### config.mk
export PLATFORM = sky130hd
export DESIGN_NAME = sql_select_token_recognizer_flat
export DESIGN_NICKNAME = d
export VERILOG_FILES = /design/src/hdl/sqlsel_pkg.sv /design/src/hdl/sqlsel_if.sv /design/src/hdl/sql_select_token_recognizer.sv /design/src/flat_wrapper.sv
export SDC_FILE = /design/constraint.sdc
export NUM_CORES = 1
export LEC_CHECK = 0
export BUFFER_PORTS_ARGS = -buffer_cell sky130_fd_sc_hd__buf_2
export CORE_MARGIN = 3
export CORE_UTILIZATION = 40
export DETAILED_ROUTE_END_ITERATION = 8
export GPL_TIMING_DRIVEN = 0
export PLACE_DENSITY = 0.58
export SLEW_MARGIN = 15
export SYNTH_ARGS = -nofsm -noshare
export SYNTH_HDL_FRONTEND = slang
export SYNTH_SLANG_ARGS = --single-unit
### constraint.sdc
create_clock -name clk -period 2.95 [get_ports clk]
set_input_delay 0.4425 -clock clk [delete_from_list [all_inputs] [get_ports clk]]
set_output_delay 0.4425 -clock clk [all_outputs]
set_load 0.02 [all_outputs]
### src/hdl/sqlsel_pkg.sv
// Package with token kinds, grammar positions and the transition function of the SELECT recognizer.
`timescale 1ns / 1ps
package sqlsel_pkg;

  localparam int MAX_NESTING = 16;
  localparam int NUM_KINDS = 27;
  localparam int KIND_W = 5;
  localparam int DEPTH_W = 5;
  localparam int MASK_W = 27;
  localparam int STATUS_W = 3;

  localparam logic [KIND_W-1:0] T_SELECT   = 5'd0;
  localparam logic [KIND_W-1:0] T_DISTINCT = 5'd1;
  localparam logic [KIND_W-1:0] T_STAR     = 5'd2;
  localparam logic [KIND_W-1:0] T_IDENT    = 5'd3;
  localparam logic [KIND_W-1:0] T_WS       = 5'd4;
  localparam logic [KIND_W-1:0] T_COMMA    = 5'd5;
  localparam logic [KIND_W-1:0] T_FROM     = 5'd6;
  localparam logic [KIND_W-1:0] T_AS       = 5'd7;
  localparam logic [KIND_W-1:0] T_WHERE    = 5'd8;
  localparam logic [KIND_W-1:0] T_ORDER    = 5'd9;
  localparam logic [KIND_W-1:0] T_GROUP    = 5'd10;
  localparam logic [KIND_W-1:0] T_END      = 5'd11;
  localparam logic [KIND_W-1:0] T_NOT      = 5'd12;
  localparam logic [KIND_W-1:0] T_LB       = 5'd13;
  localparam logic [KIND_W-1:0] T_RB       = 5'd14;
  localparam logic [KIND_W-1:0] T_EQ       = 5'd15;
  localparam logic [KIND_W-1:0] T_GE       = 5'd19;
  localparam logic [KIND_W-1:0] T_STRING   = 5'd20;
  localparam logic [KIND_W-1:0] T_INTEGER  = 5'd21;
  localparam logic [KIND_W-1:0] T_AND      = 5'd22;
  localparam logic [KIND_W-1:0] T_OR       = 5'd23;
  localparam logic [KIND_W-1:0] T_BY       = 5'd24;
  localparam logic [KIND_W-1:0] T_ASC      = 5'd25;
  localparam logic [KIND_W-1:0] T_DESC     = 5'd26;

  typedef enum logic [STATUS_W-1:0] {
    ST_CONTINUE = 3'd0,
    ST_ACCEPTED = 3'd1,
    ST_ERROR    = 3'd2,
    ST_TOO_DEEP = 3'd3,
    ST_IDLE     = 3'd4
  } status_t;

  typedef enum logic [5:0] {
    P_IDLE, P_START, P_SEL, P_DIST, P_DIST_D, P_PROJ, P_STAR, P_FROM, P_FROM_F,
    P_FROM_W, P_PID, P_PID_SP, P_AS, P_AS_W, P_PCOMMA, P_PCOMMA_W, P_PAS,
    P_PAS_SP, P_FID, P_FID_SP, P_FCOMMA, P_FCOMMA_W, P_WHERE_K, P_EXPR, P_NOT,
    P_EPOS, P_OPEN, P_WID, P_COMP, P_WCOMP, P_RVAL, P_CRV, P_CSP, P_CONJ,
    P_CLOSED, P_GRP_K, P_GRP_W, P_GRP_B, P_GRP_BW, P_GID, P_GID_SP, P_GCOMMA,
    P_GCOMMA_W, P_ORD_K, P_ORD_W, P_ORD_B, P_ORD_BW, P_OID, P_OID_SP, P_OAD,
    P_OAD_SP, P_OCOMMA, P_OCOMMA_W
  } pos_t;

  typedef enum logic [2:0] {
    ACT_NONE,
    ACT_GOTO,
    ACT_ACCEPT,
    ACT_OPEN,
    ACT_CLOSE
  } act_t;

  typedef struct packed {
    act_t act;
    pos_t nxt;
  } trans_t;

  function automatic trans_t go(pos_t p);
    trans_t r;
    r.act = ACT_GOTO;
    r.nxt = p;
    return r;
  endfunction

  function automatic trans_t special(act_t a);
    trans_t r;
    r.act = a;
    r.nxt = P_IDLE;
    return r;
  endfunction

  function automatic trans_t where_tail(logic [KIND_W-1:0] k, logic nz);
    trans_t r;
    r = special(ACT_NONE);
    if (k == T_RB && nz) begin
      r = special(ACT_CLOSE);
    end else if (k == T_END && !nz) begin
      r = special(ACT_ACCEPT);
    end
    return r;
  endfunction

  function automatic trans_t after_from_list(logic [KIND_W-1:0] k);
    trans_t r;
    r = special(ACT_NONE);
    if (k == T_COMMA) r = go(P_FCOMMA);
    else if (k == T_WHERE) r = go(P_WHERE_K);
    else if (k == T_ORDER) r = go(P_ORD_K);
    else if (k == T_GROUP) r = go(P_GRP_K);
    else if (k == T_END) r = special(ACT_ACCEPT);
    return r;
  endfunction

  function automatic trans_t order_end(logic [KIND_W-1:0] k);
    trans_t r;
    r = special(ACT_NONE);
    if (k == T_COMMA) r = go(P_OCOMMA);
    else if (k == T_END) r = special(ACT_ACCEPT);
    return r;
  endfunction

  // The flag nz tells whether at least one bracket is open.
  function automatic trans_t trans(pos_t s, logic [KIND_W-1:0] k, logic nz);
    trans_t r;
    logic is_cmp;
    logic is_rval;
    is_cmp = k inside {[T_EQ:T_GE]};
    is_rval = k inside {T_IDENT, T_STRING, T_INTEGER};
    r = special(ACT_NONE);
    case (s)
      P_START: if (k == T_SELECT) r = go(P_SEL);
      P_SEL: if (k == T_WS) r = go(P_DIST);
      P_DIST: begin
        if (k == T_DISTINCT) r = go(P_DIST_D);
        else if (k == T_STAR) r = go(P_STAR);
        else if (k == T_IDENT) r = go(P_PID);
      end
      P_DIST_D: if (k == T_WS) r = go(P_PROJ);
      P_PROJ: begin
        if (k == T_STAR) r = go(P_STAR);
        else if (k == T_IDENT) r = go(P_PID);
      end
      P_STAR: if (k == T_WS) r = go(P_FROM);
      P_FROM: if (k == T_FROM) r = go(P_FROM_F);
      P_FROM_F: if (k == T_WS) r = go(P_FROM_W);
      P_FROM_W: if (k == T_IDENT) r = go(P_FID);
      P_PID: begin
        if (k == T_WS) r = go(P_PID_SP);
        else if (k == T_COMMA) r = go(P_PCOMMA);
      end
      P_PID_SP: begin
        if (k == T_FROM) r = go(P_FROM_F);
        else if (k == T_COMMA) r = go(P_PCOMMA);
        else if (k == T_AS) r = go(P_AS);
      end
      P_AS: if (k == T_WS) r = go(P_AS_W);
      P_AS_W: if (k == T_IDENT) r = go(P_PAS);
      P_PCOMMA: begin
        if (k == T_WS) r = go(P_PCOMMA_W);
        else if (k == T_IDENT) r = go(P_PID);
      end
      P_PCOMMA_W: if (k == T_IDENT) r = go(P_PID);
      P_PAS: begin
        if (k == T_WS) r = go(P_PAS_SP);
        else if (k == T_COMMA) r = go(P_PCOMMA);
      end
      P_PAS_SP: begin
        if (k == T_COMMA) r = go(P_PCOMMA);
        else if (k == T_FROM) r = go(P_FROM_F);
      end
      P_FID: begin
        if (k == T_WS) r = go(P_FID_SP);
        else r = after_from_list(k);
      end
      P_FID_SP: r = after_from_list(k);
      P_FCOMMA: begin
        if (k == T_WS) r = go(P_FCOMMA_W);
        else if (k == T_IDENT) r = go(P_FID);
      end
      P_FCOMMA_W: if (k == T_IDENT) r = go(P_FID);
      P_WHERE_K: if (k == T_WS) r = go(P_EXPR);
      P_EXPR, P_OPEN: begin
        if (s == P_OPEN && k == T_WS) r = go(P_EXPR);
        else if (k == T_NOT) r = go(P_NOT);
        else if (k == T_LB) r = special(ACT_OPEN);
        else if (k == T_IDENT) r = go(P_WID);
      end
      P_NOT: if (k == T_WS) r = go(P_EPOS);
      P_EPOS: begin
        if (k == T_LB) r = special(ACT_OPEN);
        else if (k == T_IDENT) r = go(P_WID);
      end
      P_WID: begin
        if (k == T_WS) r = go(P_COMP);
        else if (is_cmp) r = go(P_WCOMP);
      end
      P_COMP: if (is_cmp) r = go(P_WCOMP);
      P_WCOMP: begin
        if (k == T_WS) r = go(P_RVAL);
        else if (is_rval) r = go(P_CRV);
      end
      P_RVAL: if (is_rval) r = go(P_CRV);
      P_CRV: begin
        if (k == T_WS) r = go(P_CSP);
        else r = where_tail(k, nz);
      end
      P_CSP: begin
        if (k == T_AND || k == T_OR) r = go(P_CONJ);
        else r = where_tail(k, nz);
      end
      P_CONJ: if (k == T_WS) r = go(P_EXPR);
      P_CLOSED: r = where_tail(k, nz);
      P_GRP_K: if (k == T_WS) r = go(P_GRP_W);
      P_GRP_W: if (k == T_BY) r = go(P_GRP_B);
      P_GRP_B: if (k == T_WS) r = go(P_GRP_BW);
      P_GRP_BW: if (k == T_IDENT) r = go(P_GID);
      P_GID: begin
        if (k == T_WS) r = go(P_GID_SP);
        else if (k == T_COMMA) r = go(P_GCOMMA);
      end
      P_GID_SP: begin
        if (k == T_COMMA) r = go(P_GCOMMA);
        else if (k == T_ORDER) r = go(P_ORD_K);
        else if (k == T_END) r = special(ACT_ACCEPT);
      end
      P_GCOMMA: begin
        if (k == T_WS) r = go(P_GCOMMA_W);
        else if (k == T_IDENT) r = go(P_GID);
      end
      P_GCOMMA_W: if (k == T_IDENT) r = go(P_GID);
      P_ORD_K: if (k == T_WS) r = go(P_ORD_W);
      P_ORD_W: if (k == T_BY) r = go(P_ORD_B);
      P_ORD_B: if (k == T_WS) r = go(P_ORD_BW);
      P_ORD_BW: if (k == T_IDENT) r = go(P_OID);
      P_OID: begin
        if (k == T_WS) r = go(P_OID_SP);
        else r = order_end(k);
      end
      P_OID_SP: begin
        if (k == T_ASC || k == T_DESC) r = go(P_OAD);
        else r = order_end(k);
      end
      P_OAD: begin
        if (k == T_WS) r = go(P_OAD_SP);
        else r = order_end(k);
      end
      P_OAD_SP: r = order_end(k);
      P_OCOMMA: begin
        if (k == T_WS) r = go(P_OCOMMA_W);
        else if (k == T_IDENT) r = go(P_OID);
      end
      P_OCOMMA_W: if (k == T_IDENT) r = go(P_OID);
      default: r = special(ACT_NONE);
    endcase
    return r;
  endfunction

endpackage

### src/hdl/sqlsel_if.sv
// Valid/ready channel interfaces for the token items and the result items.
`timescale 1ns / 1ps
interface sqlsel_tok_if;
  logic                             valid;
  logic                             ready;
  logic [sqlsel_pkg::KIND_W-1:0]    token_kind;
  logic                             first_of_statement;

  modport source (output valid, token_kind, first_of_statement, input ready);
  modport sink (input valid, token_kind, first_of_statement, output ready);
endinterface

interface sqlsel_res_if;
  logic                             valid;
  logic                             ready;
  logic [sqlsel_pkg::STATUS_W-1:0]  status;
  logic [sqlsel_pkg::MASK_W-1:0]    expected_mask;

  modport source (output valid, status, expected_mask, input ready);
  modport sink (input valid, status, expected_mask, output ready);
endinterface

### src/hdl/sql_select_token_recognizer.sv
// Top level of the SELECT statement token recognizer.
// A token item is held in the input register; its result item is registered in the result register.
// Throughput: one token item per cycle while results.ready is high; the input register and the result register
// each hold one item, and the grammar state updates as an item moves into the result register.
// Reset (rst, synchronous, active high) empties both registers and returns the recognizer to
// idle with bracket depth zero.
`timescale 1ns / 1ps
module sql_select_token_recognizer (
  input  logic                clk,
  input  logic                rst,
  sqlsel_tok_if.sink          tokens,
  sqlsel_res_if.source        results
);

  logic                                in_valid;
  logic [sqlsel_pkg::KIND_W-1:0]       in_kind;
  logic                                in_first;

  sqlsel_pkg::pos_t                    pos;
  sqlsel_pkg::pos_t                    pos_next;
  logic [sqlsel_pkg::DEPTH_W-1:0]      depth;
  logic [sqlsel_pkg::DEPTH_W-1:0]      depth_next;

  logic                                out_valid;
  sqlsel_pkg::status_t                 out_status;
  sqlsel_pkg::status_t                 out_status_next;
  logic [sqlsel_pkg::MASK_W-1:0]       out_mask;
  logic [sqlsel_pkg::MASK_W-1:0]       out_mask_next;

  logic                                advance;
  sqlsel_pkg::pos_t                    cur_pos;
  logic [sqlsel_pkg::DEPTH_W-1:0]      cur_depth;
  sqlsel_pkg::trans_t                  step;
  sqlsel_pkg::trans_t                  probe;

  assign advance = in_valid && (!out_valid || results.ready);
  assign tokens.ready = !in_valid || advance;

  always_ff @(posedge clk) begin
    if (rst) begin
      in_valid <= 1'b0;
    end else if (tokens.ready) begin
      in_valid <= tokens.valid;
    end
    if (tokens.ready && tokens.valid) begin
      in_kind  <= tokens.token_kind;
      in_first <= tokens.first_of_statement;
    end
  end

  always_comb begin
    cur_pos   = in_first ? sqlsel_pkg::P_START : pos;
    cur_depth = in_first ? '0 : depth;
    step      = sqlsel_pkg::trans(cur_pos, in_kind, cur_depth != '0);

    out_mask_next = '0;
    probe         = step;
    for (int j = 0; j < sqlsel_pkg::NUM_KINDS; j++) begin
      probe = sqlsel_pkg::trans(cur_pos, sqlsel_pkg::KIND_W'(j), cur_depth != '0);
      out_mask_next[j] = probe.act != sqlsel_pkg::ACT_NONE;
    end

    pos_next        = cur_pos;
    depth_next      = cur_depth;
    out_status_next = sqlsel_pkg::ST_CONTINUE;
    if (cur_pos == sqlsel_pkg::P_IDLE) begin
      out_status_next = sqlsel_pkg::ST_IDLE;
      out_mask_next   = '0;
    end else begin
      case (step.act)
        sqlsel_pkg::ACT_NONE: begin
          out_status_next = sqlsel_pkg::ST_ERROR;
          pos_next        = sqlsel_pkg::P_IDLE;
          depth_next      = '0;
        end
        sqlsel_pkg::ACT_ACCEPT: begin
          out_status_next = sqlsel_pkg::ST_ACCEPTED;
          pos_next        = sqlsel_pkg::P_IDLE;
          depth_next      = '0;
        end
        sqlsel_pkg::ACT_OPEN: begin
          if (cur_depth >= sqlsel_pkg::DEPTH_W'(sqlsel_pkg::MAX_NESTING)) begin
            out_status_next = sqlsel_pkg::ST_TOO_DEEP;
            pos_next        = sqlsel_pkg::P_IDLE;
            depth_next      = '0;
          end else begin
            pos_next   = sqlsel_pkg::P_OPEN;
            depth_next = cur_depth + 1'b1;
          end
        end
        sqlsel_pkg::ACT_CLOSE: begin
          pos_next   = sqlsel_pkg::P_CLOSED;
          depth_next = cur_depth - 1'b1;
        end
        default: begin
          pos_next = step.nxt;
        end
      endcase
      if (out_status_next != sqlsel_pkg::ST_ERROR) begin
        out_mask_next = '0;
      end
    end
  end

  always_ff @(posedge clk) begin
    if (rst) begin
      pos       <= sqlsel_pkg::P_IDLE;
      depth     <= '0;
      out_valid <= 1'b0;
    end else begin
      if (advance) begin
        pos       <= pos_next;
        depth     <= depth_next;
        out_valid <= 1'b1;
      end else if (results.ready) begin
        out_valid <= 1'b0;
      end
    end
    if (advance) begin
      out_status <= out_status_next;
      out_mask   <= out_mask_next;
    end
  end

  assign results.valid         = out_valid;
  assign results.status        = out_status;
  assign results.expected_mask = out_mask;

endmodule

### src/flat_wrapper.sv
// flat-port wrapper written by rule: the top's interface ports become plain ports
module sql_select_token_recognizer_flat 
  (clk, rst, tokens_valid, tokens_token_kind, tokens_first_of_statement, tokens_ready, results_valid, results_status, results_expected_mask, results_ready);
  sqlsel_tok_if tokens_i ();
  sqlsel_res_if results_i ();
  input  logic clk;
  input  logic rst;
  input wire logic [$bits(tokens_i.valid)-1:0] tokens_valid;
  input wire logic [$bits(tokens_i.token_kind)-1:0] tokens_token_kind;
  input wire logic [$bits(tokens_i.first_of_statement)-1:0] tokens_first_of_statement;
  output wire logic [$bits(tokens_i.ready)-1:0] tokens_ready;
  output wire logic [$bits(results_i.valid)-1:0] results_valid;
  output wire logic [$bits(results_i.status)-1:0] results_status;
  output wire logic [$bits(results_i.expected_mask)-1:0] results_expected_mask;
  input wire logic [$bits(results_i.ready)-1:0] results_ready;
  assign tokens_i.valid = tokens_valid;
  assign tokens_i.token_kind = tokens_token_kind;
  assign tokens_i.first_of_statement = tokens_first_of_statement;
  assign tokens_ready = tokens_i.ready;
  assign results_valid = results_i.valid;
  assign results_status = results_i.status;
  assign results_expected_mask = results_i.expected_mask;
  assign results_i.ready = results_ready;
  sql_select_token_recognizer u_core (.clk(clk), .rst(rst), .tokens(tokens_i), .results(results_i));
endmodule
==> flow_summary_export.csv, run 1 <==
group,metric,value,unit
status,status,"finished with violations",
status,failed_checks,"negative setup slack",
drt,dr.pass1.iters,7,
sta,post-route-worst-setup-slack,-171.6,ps
job,maxCapViolCount,0,
synthesis,synth_area_per_cell,7.826,sq um
synthesis,yosysWarnings,0,
power,clock_group_share_of_total_power,25.8,%
synthesis,synth_top_cell_by_area,"edfxtp_1",
drt,totalWireLength,18810,um
worst_setup_path,critPathCapture,"u_core.results.expected_mask[5]",
final_layout,fill_cell_instance_count_of_the_final_layout,837,
worst_setup_path,criticalPathCategory,"flop to flop",
place,io_buffer_count,41,
synthesis,top_cells_by_instance_count_after_synthesis,"nor2_1 (58), nand2_1 (40), nor3_1 (32)",
final_layout,finish.instance_area,5394,sq um
power,power.switching_fraction,37.10,%
drt,dr_wl_met3,2564,um
worst_setup_path,crit_required,3120,ps
drt,met1_length,6881,um
worst_setup_path,crit_path_capture_type,"flop",
synthesis,yosys.cell_count.top_type,"nor2_1",
place,detailedPlacementHpwl,12750,um
sta,skew,23.92,ps
power,vdd.ir_drop.worst,0.1822,mV
die,initial_utilization,41.81,%
synthesis,synth_largest_type_area_fraction,21.36,%
sta,tightest_slew,840.7,ps
sta,timing.final.max_slew_violations,0,
global_routing,grt_pass1_vias,4487,
sta,endpoints_failing_hold,0,
power,seq_power_share,39.2,%
place,place.gp.congestion,1.096,
global_routing,largest_net_degree_at_the_start_of_global_routing,32,
global_routing,antenna_found_initial,0,
drt,drc,0,
place,placement.cell_area,4304,sq um
synthesis,synth-edff-count,28,
drt,vias_per_cell,6.849,
worst_setup_path,worst_setup_path_start_kind,"flop",
drt,drtAntennaViolNets,0,
die,dieWidth,105.2,um
power,leakagePower,0.001997,uW
synthesis,mapped_nets,517,
sta,finalCriticalPeriod,3122,ps
drt,topRoutingLayerUsed,"met4",
power,combPwrFrac,35.0,%
drt,route.met2.wl,8050,um
synthesis,synth_area,3936,sq um
global_routing,globalRoute.totalOverflow,0,
synthesis,dominantRegCellSynth,"edfxtp_1",
final_layout,area_delta_synth_final,37.03,%
worst_setup_path,top_fanout_value_on_the_critical_path,10,
sta,setup-violations-final,19,
worst_setup_path,worst-r2r-cell-count,13,
synthesis,synthCells,503,
clocking,cts.sinks,41,
die,placement_rows,35,
global_routing,all_layer_gr_usage,32.90,%
die,die_height,105.2,um
sta,fin_hold_ws,282.5,ps
clocking,clkSlewWorstSetupHoldPaths,110,ps
sta,setup_repair_after_global_routing_missed_its_margin,"true",
sta,relSlewSlack,43.95,%
global_routing,grt_first_pass_wirelength,27630,um
power,p_per_area,309.7,nW/um^2
die,io_pins,42,
power,total_power,1670,uW
worst_hold_path,hp-class,"input pin to flop",
synthesis,postSynthRegisterBits,41,
sta,fmax,0.3203,GHz
drt,routed-via-count,4959,
sta,setup_total_negative_slack,-2024,ps
clocking,depth_of_the_cts_h_tree,2,
final_layout,nets,608,
worst_hold_path,timing.hold.worst.start,"tokens_token_kind[4]",
power,power_report.internal_total,1051,uW
final_layout,layout-drive-gt1-share,41.01,%
clocking,cts_root_buf,"clkbuf_8",
worst_setup_path,crit-reg2reg-capture,"u_core.results.expected_mask[5]",
die,coreArea,9415,sq um
worst_setup_path,worst-r2r-setup-slack,-170,ps
worst_setup_path,critPathLaunch,"u_core.pos[0]",
clocking,cts_buffers,5,
synthesis,netlist_top_cells_area,"edfxtp_1 (21%), dfxtp_1 (6.6%), nor2_1 (5.5%)",
die,design.die.area,11070,sq um
final_layout,num_antenna_cells,0,
worst_setup_path,reg2reg_from,"u_core.pos[0]",
drt,detail_route.iter0.violations,872,
synthesis,postSynth.asyncResetShare,0,%
sta,post-route-period-util,105.8,%
power,switching_power,619.7,uW
synthesis,synth_seq_area_share,27.97,%
worst_setup_path,timing.critical_path.arrival,3290,ps
drt,detail_route.wl_per_cell,25.97,um
synthesis,yosys.cell_types.count,78,
clocking,tritoncts,"yes",
clocking,worst_skew_pair.late_latency,320,ps
clocking,ctsLongestPathBuffers,2,
cell type report:
class	count	area, sq um	area share [%]
multi-input combinational	394	2902	53.79
tap	129	161.4	2.992
clock buffer	7	86.33	1.601
clock inverter	1	7.507	0.1392
timing repair buffer	90	574.3	10.65
buffer	51	510.5	9.464
sequential	41	1111	20.60
inverter	11	41.29	0.7655
per-layer routing:
layer / vias to the layer above / global-route usage [%]
li1: 2083 / -
met1: 2275 / 43.34
met2: 470 / 50.59
met4: 0 / 14.62
met5: - / 0
met3: 131 / 8.338
power groups by stage:
stage                     Sequential, uW  Combinational (uW)  Clock [uW]
after floorplan                      681                 263           0
after global placement               666                 427           0
after detailed placement             666                 416           0
after CTS                            654                 483         426
after global routing                 658                 606         451
final                                655                 584         431
per-stage QoR:
stage	instances	utilization, %	setup WS, ps
final	724	57.29	-171.6
after global placement	673	45.70	-648.8
after global routing	724	57.29	-255.8
after detailed placement	673	45.71	-592.0
after floorplan	503	-	77.27
after CTS	699	52.01	-97.76
worst min path at each step:
stage	to	slack (ps)	cells past startpoint
6_report	u_core.in_kind[4]	280	1
5_1_grt	u_core.in_first	290	1
4_1_cts	u_core.in_kind[4]	290	1
3_5_place_dp	u_core.depth[0]	510	2
3_3_place_gp	u_core.results.valid	510	2
2_1_floorplan	u_core.depth[0]	470	2
kinds of logic after synthesis:
kind of cell,Yosys count,share of synthesized area (%)
fa+ha+maj,4,1.272
xor+xnor,3,0.6676
buf+inv,68,10.65
flops,41,27.97
simple gates,261,36.62
compound gates,126,22.82
flip-flops by register name, indices dropped and copies added, names as in the netlist:
signal                        flops
u_core.results.expected_mask     19
u_core.pos                        6
u_core.depth                      5
u_core.in_kind                    5
u_core.results.status             3
u_core.in_first                   1
u_core.in_valid                   1
u_core.results.valid              1
layout by cell type (no fill, tap or decap), types with 14 or more instances in the layout:
cell      instances
buf_6            17
nand4_1          14
a21oi_1          20
buf_4            61
buf_2            44
nand3_1          20
edfxtp_1         28
o21ai_0          20
nor3_1           22
nand2_1          34
nor4_1           14
nor2_1           53
repair_timing:
action / 4_1_cts / 5_1_grt
hold buffers: 0 / 0
resized for setup: 92 / 70
pin swaps: 17 / 9
setup endpoints to repair: 29 / 26
setup buffers: 22 / 24
cloned: 2 / 1
critical path, cell delays in order (launching register included):
cell	delay, ps
dfxtp_2	350
buf_8	140
buf_12	120
nand3b_1	260
nor3_2	110
a21oi_1	190
o211ai_1	160
or4_4	580
nor3_4	160
nand2_1	90
or3_4	350
buf_4	150
buf_6	130
a31oi_2	160
No activity file was read; power rests on OpenSTA's default activity.
==> inputs of run 2 (changes only) <==
--- a/config.mk
+++ b/config.mk
@@ -10,6 +10,7 @@
 export CORE_UTILIZATION = 40
 export DETAILED_ROUTE_END_ITERATION = 8
 export GPL_TIMING_DRIVEN = 0
+export MAX_ROUTING_LAYER = met4
 export PLACE_DENSITY = 0.58
 export SLEW_MARGIN = 15
 export SYNTH_ARGS = -nofsm -noshare
==> flow_summary_export.csv, run 2 (synthesis results as in run 1) <==
group,metric,value,unit
status,status,"finished with violations",
status,failed_checks,"negative setup slack",
worst_hold_path,hp-class,"input pin to flop",
power,clock_group_share_of_total_power,24.4,%
clocking,cts.sinks,41,
clocking,cts_buffers,5,
clocking,clkSlewWorstSetupHoldPaths,100,ps
final_layout,num_antenna_cells,0,
place,place.gp.congestion,1.144,
final_layout,fill_cell_instance_count_of_the_final_layout,871,
global_routing,antenna_found_initial,0,
drt,detail_route.wl_per_cell,25.00,um
final_layout,layout-drive-gt1-share,37.82,%
clocking,worst_skew_pair.late_latency,310,ps
global_routing,globalRoute.totalOverflow,0,
global_routing,use_met2,47.09,%
global_routing,grt_use_met3,8.030,%
global_routing,all_layer_gr_usage,32.58,%
worst_setup_path,crit_path_capture_type,"flop",
global_routing,largest_net_degree_at_the_start_of_global_routing,32,
final_layout,nets,600,
drt,vias_per_cell,6.936,
place,detailedPlacementHpwl,12550,um
drt,drc,0,
worst_setup_path,timing.critical_path.arrival,3370,ps
power,power.switching_fraction,37.13,%
place,placement.cell_area,4304,sq um
power,leakagePower,0.001919,uW
worst_setup_path,worst_setup_path_start_kind,"flop",
clocking,cts_root_buf,"clkbuf_8",
global_routing,grtUsageMet1,42.12,%
job,maxCapViolCount,0,
sta,timing.final.max_slew_violations,0,
die,design.die.area,11070,sq um
sta,post-route-worst-setup-slack,-266.8,ps
drt,detail_route.iter0.violations,1103,
sta,setup_total_negative_slack,-3897,ps
global_routing,grt_first_pass_wirelength,26840,um
sta,skew,12.65,ps
final_layout,final_common_cell,"buf_4",
clocking,ctsHoldBuffers,0,
power,p_per_area,308.5,nW/um^2
die,initial_utilization,41.81,%
final_layout,area.sequential,1105,sq um
drt,totalWireLength,17900,um
sta,endpoints_failing_hold,0,
final_layout,most-common-layout-cells,"buf_4 (50), nor2_1 (49), buf_2 (47)",
sta,finalCriticalPeriod,3217,ps
worst_setup_path,top_fanout_value_on_the_critical_path,9,
power,switching_power,595.3,uW
worst_setup_path,criticalPathCategory,"flop to flop",
global_routing,grt_pass1_vias,4433,
drt,routed-via-count,4966,
clocking,ctsLongestPathBuffers,2,
die,placement_rows,35,
final_layout,multiInputGateArea,2811,sq um
drt,drtAntennaViolNets,0,
die,coreArea,9415,sq um
sta,fin_hold_ws,301.7,ps
sta,post-route-period-util,109.0,%
global_routing,gr-max-usage-layer,"met2",
final_layout,area_delta_synth_final,32.01,%
die,die_height,105.2,um
final_layout,largest_register_ffs,19,
clocking,tritoncts,"yes",
die,dieWidth,105.2,um
final_layout,finish.instance_area,5196,sq um
power,vdd.ir_drop.worst,0.1855,mV
sta,tightest_slew,862.1,ps
sta,setup-violations-final,25,
sta,fmax,0.3109,GHz
place,io_buffer_count,41,
sta,setup_repair_after_global_routing_missed_its_margin,"true",
power,power_report.internal_total,1008,uW
sta,relSlewSlack,42.09,%
die,io_pins,42,
power,seq_power_share,40.8,%
power,combPwrFrac,34.8,%
worst_setup_path,crit_required,3100,ps
drt,dr.pass1.iters,7,
clocking,depth_of_the_cts_h_tree,2,
==> run 2: cell count changes in the layout (fill, tap and decap cells not counted), sizes merged <==
cell | previous run | this run
clkinv | 0 | 3
buf | 132 | 120
clkbuf | 16 | 18
clkinvlp | 1 | 0
==> run 2: power by group through the flow <==
stage	Clock [uW]	Combinational, uW	Sequential (uW)
CTS	396	483	653
finish	392	558	654
floorplan	0	263	681
detailed placement	0	413	665
global route	416	576	657
global placement	0	426	664
==> run 2: through the flow <==
| stage | setup WS [ps] | std cells | utilization, % | power, uW |
|---|---|---|---|---|
| floorplan | 77.27 | 503 | - | 944.2 |
| global placement | -675.5 | 673 | 45.70 | 1090 |
| detailed placement | -494.1 | 673 | 45.71 | 1079 |
| CTS | -176.4 | 698 | 50.88 | 1531 |
| global route | -313.0 | 716 | 55.19 | 1649 |
| finish | -266.8 | 716 | 55.19 | 1603 |
==> run 2: final timing paths <==
check	startpoint	to	slack (ps)	cells after the start
worst min register to register	u_core.in_valid	u_core.results.valid	520	2
worst max register to register	u_core.in_kind[3]	u_core.results.expected_mask[6]	-270	13
worst min-delay path	tokens_first_of_statement	u_core.in_first	300	1
worst max-delay path	u_core.in_kind[3]	u_core.results.expected_mask[6]	-270	13
==> run 2: what timing repair did <==
item | CTS | global route
gates cloned | 3 | 0
gates resized for setup | 60 | 65
setup endpoints to repair | 29 | 29
endpoints found under the hold margin | 0 | 0
buffers inserted | 16 | 21
pin swaps | 14 | 19
==> run 2: area by class of cell <==
class                           instances  area share [%]
Inverter                               11          0.7946
Timing Repair Buffer                   80           10.14
Sequential cell                        41           21.26
Clock buffer                            5           1.324
Multi-Input combinational cell        394           54.11
Clock inverter                          3          0.3371
Buffer                                 53           8.933
Tap cell                              129           3.106
==> run 2: critical path, cell delays in order (launching register included) <==
cell,delay (ps)
edfxtp_1,330
buf_4,180
or3_1,130
buf_4,180
nor4_1,90
a311oi_2,260
o211ai_1,230
or4_4,590
nor3_4,220
nand2_1,90
or3_4,350
buf_8,150
buf_8,130
a31oi_4,120
==> run 2: metal layers <==
layer	part of all wire (%)	vias to the layer above
met5	0	-
met4	9.3	0
met3	15	164
met2	40	524
met1	35	2211
li1	-	2067
==> inputs of run 3 (changes only) <==
--- a/config.mk
+++ b/config.mk
@@ -6,12 +6,14 @@
 export NUM_CORES = 1
 export LEC_CHECK = 0
 export BUFFER_PORTS_ARGS = -buffer_cell sky130_fd_sc_hd__buf_2
+export CELL_PAD_IN_SITES_DETAIL_PLACEMENT = 0
+export CELL_PAD_IN_SITES_GLOBAL_PLACEMENT = 1
 export CORE_MARGIN = 3
 export CORE_UTILIZATION = 40
 export DETAILED_ROUTE_END_ITERATION = 8
 export GPL_TIMING_DRIVEN = 0
 export MAX_ROUTING_LAYER = met4
-export PLACE_DENSITY = 0.58
+export PLACE_DENSITY = 0.75
 export SLEW_MARGIN = 15
 export SYNTH_ARGS = -nofsm -noshare
 export SYNTH_HDL_FRONTEND = slang
==> flow_summary_export.csv, run 3 (synthesis results as in run 1) <==
group,metric,value,unit
die,coreArea,9415,sq um
drt,drc,0,
worst_setup_path,worst_setup_path_start_kind,"flop",
sta,setup_repair_after_global_routing_missed_its_margin,"true",
sta,fin_hold_ws,311.9,ps
global_routing,largest_net_degree_at_the_start_of_global_routing,32,
drt,vias_per_cell,6.931,
final_layout,layout-drive-gt1-share,39.12,%
power,vdd.ir_drop.worst,0.1747,mV
global_routing,gr-max-usage-layer,"met2",
clocking,ctsHoldBuffers,0,
power,seq_power_share,36.1,%
job,maxCapViolCount,0,
global_routing,globalRoute.totalOverflow,0,
power,power.switching_fraction,34.22,%
global_routing,all_layer_gr_usage,33.57,%
worst_setup_path,crit_path_capture_type,"flop",
power,combPwrFrac,31.8,%
drt,detail_route.wl_per_cell,26.36,um
worst_setup_path,timing.critical_path.arrival,3380,ps
final_layout,final_common_cell,"buf_4",
final_layout,area_delta_synth_final,35.38,%
sta,endpoints_failing_hold,0,
clocking,ctsLongestPathBuffers,2,
clocking,worst_skew_pair.late_latency,320,ps
final_layout,fill_cell_instance_count_of_the_final_layout,858,
sta,fmax,0.3100,GHz
global_routing,antenna_found_initial,1,
clocking,cts.sinks,41,
final_layout,nets,606,
place,place.gp.congestion,1.093,
power,leakagePower,0.001969,uW
global_routing,grt_pass1_vias,4547,
drt,totalWireLength,19060,um
die,placement_rows,35,
place,detailedPlacementHpwl,12850,um
drt,detail_route.iter0.violations,1010,
clocking,cts_root_buf,"clkbuf_8",
global_routing,grt_first_pass_wirelength,27660,um
die,die_height,105.2,um
status,failed_checks,"negative setup slack",
global_routing,use_met2,48.22,%
place,io_buffer_count,41,
sta,tightest_slew,762.0,ps
die,design.die.area,11070,sq um
clocking,clkSlewWorstSetupHoldPaths,90,ps
drt,dr.pass1.iters,6,
clocking,cts_buffers,5,
global_routing,grtUsageMet1,41.60,%
die,io_pins,42,
final_layout,most-common-layout-cells,"buf_4 (55), nor2_1 (46), buf_2 (45)",
sta,finalCriticalPeriod,3226,ps
clocking,tritoncts,"yes",
sta,timing.final.max_slew_violations,0,
clocking,depth_of_the_cts_h_tree,2,
worst_setup_path,top_fanout_value_on_the_critical_path,6,
worst_setup_path,criticalPathCategory,"flop to flop",
power,clock_group_share_of_total_power,32.2,%
sta,skew,30.40,ps
drt,routed-via-count,5011,
sta,setup-violations-final,24,
power,p_per_area,342.1,nW/um^2
sta,post-route-period-util,109.3,%
final_layout,post-route-util,56.60,%
die,dieWidth,105.2,um
status,status,"finished with violations",
sta,post-route-worst-setup-slack,-275.7,ps
power,switching_power,623.8,uW
die,initial_utilization,41.81,%
final_layout,largest_register_ffs,19,
drt,drtAntennaViolNets,0,
power,power_report.internal_total,1199,uW
final_layout,multiInputGateArea,2800,sq um
sta,setup_total_negative_slack,-4248,ps
worst_setup_path,crit_required,3110,ps
global_routing,grt_use_met3,10.38,%
worst_hold_path,hp-class,"input pin to flop",
sta,relSlewSlack,49.20,%
power,total_power,1823,uW
final_layout,area.sequential,1107,sq um
## run 3: path summary, 6_finish.rpt
kind                                      startpoint                               to  slack [ps]  cells after the start
worst max-delay path                 u_core.in_first  u_core.results.expected_mask[6]        -280                     13
worst min-delay path            tokens_token_kind[0]                u_core.in_kind[0]         310                      1
worst max register to register       u_core.in_first  u_core.results.expected_mask[6]        -280                     13
worst min register to register       u_core.in_valid             u_core.results.valid         520                      2
## run 3: cell type report
| type | instances | share of cell area, % |
|---|---|---|
| Inverter | 11 | 0.8687 |
| Buffer | 51 | 8.500 |
| Sequential cell | 41 | 20.78 |
| Clock buffer | 5 | 1.291 |
| Clock inverter | 3 | 1.291 |
| Antenna cell | 1 | 0.04696 |
| Tap cell | 129 | 3.029 |
| Multi-Input combinational cell | 394 | 52.55 |
| Timing Repair Buffer | 88 | 11.65 |
## run 3: timing repair
| item | CTS | global route |
|---|---|---|
| gates resized for setup | 88 | 48 |
| setup endpoints to repair | 31 | 29 |
| hold endpoints to repair | 0 | 0 |
| buffers inserted | 27 | 17 |
| pin swaps | 21 | 20 |
| gates cloned | 3 | 1 |
## run 3: stage by stage
step / worst slack, ps / std cells / instance area (sq um)
after detailed placement: -641.2 / 673 / 4304
after global routing: -289.0 / 723 / 5329
after global placement: -841.6 / 673 / 4303
after CTS: -161.2 / 707 / 5014
after floorplan: 77.27 / 503 / 3936
final: -275.7 / 723 / 5329
## run 3: layer usage
metal / share of wire (%) / up-vias / wire [um]
met5: 0 / - / 0
met4: 8.9 / 0 / 1693
met3: 15 / 168 / 2941
met2: 41 / 522 / 7741
met1: 35 / 2239 / 6679
li1: - / 2082 / -
## run 3: power by group through the flow
stage	registers (uW)	clock network (uW)	logic, uW
2_1_floorplan	681	0	263
3_3_place_gp	667	0	420
3_5_place_dp	668	0	409
4_1_cts	655	586	506
5_1_grt	659	600	591
6_report	657	587	579
## run 3: critical path, cell delays in order, from the launching register on
cell and delay, ps:
edfxtp_1 530, buf_6 210, inv_6 50, buf_4 140, o211ai_1 190, o32a_2 240
o211ai_1 130, or4_4 580, nor3_4 150, nand2_1 90, or3_4 350, buf_8 150
buf_8 130, a31oi_4 120
